==> src/rtl/imhq_ram.sv <==
`default_nettype none
module imhq_ram #(
   parameter int WIDTH = 8,
   parameter int DEPTH = 16
) (
   input  wire                     clock,
   input  wire                     we,
   input  wire [$clog2(DEPTH)-1:0] waddr,
   input  wire [WIDTH-1:0]         wdata,
   input  wire [$clog2(DEPTH)-1:0] raddr,
   output logic [WIDTH-1:0]        rdata
);

   logic [WIDTH-1:0] mem [DEPTH];

   // one write port, one registered read port
   always_ff @(posedge clock) begin
      if (we) mem[waddr] <= wdata;
      rdata <= mem[raddr];
   end

endmodule
`default_nettype wire

==> config.mk <==
export PLATFORM = sky130hd
export DESIGN_NAME = imhq_ram
export DESIGN_NICKNAME = d
export VERILOG_FILES = /design/src/rtl/imhq_ram.sv
export SDC_FILE = /design/constraint.sdc
export NUM_CORES = 1
export LEC_CHECK = 0
export BUFFER_PORTS_ARGS = -buffer_cell sky130_fd_sc_hd__clkbuf_2
export CAP_MARGIN = 10
export CORE_ASPECT_RATIO = 0.6
export CORE_UTILIZATION = 25
export CTS_CLUSTER_DIAMETER = 100
export CTS_CLUSTER_SIZE = 20
export DETAILED_ROUTE_END_ITERATION = 8
export GPL_TIMING_DRIVEN = 0
export SYNTH_ARGS = -nofsm -noshare
export SYNTH_HDL_FRONTEND = slang
export SYNTH_SLANG_ARGS = --single-unit
==> constraint.sdc <==
create_clock -name clock -period 2.3 [get_ports clock]
set_input_delay 0.23 -clock clock [delete_from_list [all_inputs] [get_ports clock]]
set_output_delay 0.23 -clock clock [all_outputs]
set_load 0.05 [all_outputs]
==> results.sh <==
export IMPL_floorplan_die_height_um=113
export IMPL_report_final_hold_viol_count=0
export IMPL_power_leakage_nw=2.03
export IMPL_sequence_of_cells_on_the_critical_path="clkbuf_2, or3b_2, nor3_1, buf_2"
export IMPL_synth_top_family_by_area="multiplexers"
export IMPL_seq_power_share_pct=49.1
export IMPL_yosys_area_share_xor_xnor_pct=0
export IMPL_worstSetupPathType="input pin to flip-flop"
export IMPL_global_route_overflow_total=0
export IMPL_dominantRegCellSynth="sky130_fd_sc_hd__edfxtp_1"
export IMPL_drt_first_pass_iters=4
export IMPL_flow_area_growth_from_synthesis_pct=20.5
export IMPL_cp_required_ps=2410
export IMPL_clock_sinks=136
export IMPL_slew_headroom_pct=43.8
export IMPL_yosysMostFrequentCell="sky130_fd_sc_hd__edfxtp_1"
export IMPL_vias_per_cell=4.25
export IMPL_maxCapViolCount=0
export IMPL_nets_in_the_synthesized_netlist=247
export IMPL_numCtsBuffers=17
export IMPL_grt_start_max_net_pins=17
export IMPL_place_hpwl_mm=7.19
export IMPL_min_period_over_period_pct=69.0
export IMPL_power_combinational_fraction_pct=5.8
export IMPL_crit_arrival_ps=1700
export IMPL_placed_cell_area_mm2=0.00561
export IMPL_power_switching_mw=1.21
export IMPL_finalSetupViolCount=0
export IMPL_htree_levels=4
export IMPL_yosysTopAreaCell="sky130_fd_sc_hd__edfxtp_1"
export IMPL_fmax_mhz=630
export IMPL_power_density_mw_per_mm2=915
export IMPL_cts_setup_buffers=0
export IMPL_preCtsSetupSlack_ps=277
export IMPL_final_gp_congestion=0.723
export IMPL_skew_ps=12.1
export IMPL_worst_pin_slew_ps=840
export IMPL_core_footprint_mm2=0.0201
export IMPL_cts_resized_gates=0
export IMPL_synth_enable_flop_cells=128
export IMPL_drive_above_1_share_pct=29.4
export IMPL_placement_io_buffers=24
export IMPL_ys_top_cells_by_count="sky130_fd_sc_hd__edfxtp_1, sky130_fd_sc_hd__mux4_2, sky130_fd_sc_hd__a22oi_1, sky130_fd_sc_hd__mux4_1, sky130_fd_sc_hd__nor2_1"
export IMPL_stdcell_area_mm2=0.00620
export IMPL_clock_path_buffers=2
export IMPL_yosys_register_bits=136
export IMPL_dieWidth_um=187
export IMPL_avgSynthCellArea_um2=22.5
export IMPL_clkTransAtPathRegs_ps=50
export IMPL_drt_first_iter_violations=204
export IMPL_postRouteWirelength_mm=10.8
export IMPL_row_count=40
export IMPL_antenna_found_initial=0
export IMPL_timing_final_ws_setup_ps=714
export IMPL_fillerInstances=1900
export IMPL_drtAntennaViolNets=0
export IMPL_num_vias=2390
export IMPL_relative_contribution_of_the_clock_network_to_total_power_pct=45.1
export IMPL_worst_skew_pair_late_latency_ps=420
export IMPL_grt_pass1_vias=2487
export IMPL_global_route_wire_length_before_repair_mm=16.0
export IMPL_post_synth_num_cell_types=19
export IMPL_synth_compound_area_share_pct=2.33
export IMPL_synth_top_cell_area_share_pct=74.7
export IMPL_critical_path_slowest_cell="sky130_fd_sc_hd__nor3_1"
export IMPL_cts_root_cell="sky130_fd_sc_hd__clkbuf_16"
export IMPL_status="finished clean"
export IMPL_die_area_mm2=0.0212
export IMPL_cts_hold_fix_buffers=0
export IMPL_tritoncts="yes"
export IMPL_initial_core_util_pct=25.6
export IMPL_syn_inst=229
export IMPL_start_kind="input pin"
export IMPL_hold_path_class="input pin to flip-flop"
export IMPL_avgRoutedWirePerCell_um=19.1
export IMPL_longest_individual_stage_delay_on_the_worst_path_ps=530
export IMPL_critical_path_peak_fanout=5
export IMPL_synthMuxAreaShare_pct=15.0
export IMPL_timing_final_crit_period_ps=1590
export IMPL_synthAdderAreaFrac_pct=0
export IMPL_grt_util_all_layers_pct=10.8
export IMPL_synthesis_yosys_warnings=0
export IMPL_vdd_ir_drop_worst_mv=0.484
export IMPL_synth_yosys_seq_area_share_pct=77.8
export IMPL_grt_setup_unrepaired="false"
export IMPL_finish_net_count=294
export IMPL_asyncSetResetFlopFracSynth_pct=0
export IMPL_cell_area_after_synthesis_mm2=0.00515
export IMPL_synth_area_leaders="sky130_fd_sc_hd__edfxtp_1, sky130_fd_sc_hd__mux4_2, sky130_fd_sc_hd__mux4_1"
export IMPL_yosys_area_share_simple_pct=3.18
export IMPL_p_sw_share_pct=21.3
export IMPL_drt_drc_violations_left=0
export IMPL_end_kind="flip-flop"
export IMPL_final_max_slew_viol_count=0
export IMPL_io_pins=26
export IMPL_cell_internal_pwr_mw=4.47
[path summary, 6_finish.rpt]
check                               start         end  slack [ps]  cells past startpoint
worst max-delay path             waddr[2]   mem[0][1]         710                      4
worst max register to register  mem[5][1]    rdata[1]         880                      3
worst min-delay path             waddr[0]  mem[12][3]         250                      2
worst min register to register  mem[8][5]    rdata[5]         680                      3
[logic make-up (layout without fill, tap and decap cells)]
group | after synthesis | in the layout
AOI/OAI and AO/OA | 16 | 16
buffers and inverters | 10 | 70
DFF | 136 | 136
muxes | 32 | 32
other | 0 | 1
and+or+nand+nor | 35 | 35
[metrics by stage]
step	total power [mW]	cells	hold WS [ps]	util [%]	setup TNS [ps]
after floorplan	3.03	229	329	-	0
after global placement	3.16	526	671	27.9	-255
after detailed placement	3.17	527	671	28.0	0
after CTS	5.72	559	271	30.8	0
after global routing	5.85	562	259	30.9	0
final	5.68	563	247	30.9	0
[layout by cell type, fill, tap and decap left out, drive strengths merged]
| cell | instances |
|---|---|
| edfxtp | 128 |
| clkbuf | 45 |
| mux4 | 32 |
| a22oi | 16 |
| nor2 | 13 |
| nand2 | 9 |
| buf | 9 |
| dfxtp | 8 |
| clkinv | 8 |
| nor3 | 4 |
| clkdlybuf4s25 | 3 |
| clkinvlp | 3 |
| nand3b | 2 |
| nand2b | 2 |
| bufinv | 2 |
| diode | 1 |
| nor2b | 1 |
| and2 | 1 |
| and2b | 1 |
| nand3 | 1 |
| or3b | 1 |
[routing by layer]
layer  vias up  global-route usage, %  routed length, um
met5         -                      0                  0
met4         0                   3.61                 80
met3         8                   3.19                475
met2        43                   15.2               4740
met1      1269                   15.8               5460
li1       1070                      -                  -
[sequential cells by signal, indices dropped and copies added, names as in the netlist]
signal	flops
mem	128
rdata	8
[layout make-up]
cell class	count	area, um2	area share [%]
Clock inverter	13	131	2.12
Multi-Input combinational cell	83	1060	17.0
Timing Repair Buffer	28	145	2.34
Buffer	10	86.3	1.39
Antenna cell	1	2.50	0.0404
Tap cell	273	342	5.51
Clock buffer	19	433	6.98
Sequential cell	136	4000	64.6
[critical path: cells and delay by family]
kind / cells / cell delay, ps
AND/OR/NAND/NOR: 2 / 1050
buffers and inverters: 2 / 420
[power by group through the flow]
| stage | Sequential, mW | Combinational (mW) | Clock, mW |
|---|---|---|---|
| 2_1_floorplan | 2.89 | 0.141 | 0 |
| 3_3_place_gp | 2.84 | 0.325 | 0 |
| 3_5_place_dp | 2.84 | 0.331 | 0 |
| 4_1_cts | 2.79 | 0.332 | 2.60 |
| 5_1_grt | 2.79 | 0.350 | 2.71 |
| 6_report | 2.79 | 0.327 | 2.56 |
(Power assumes the default switching activity.)
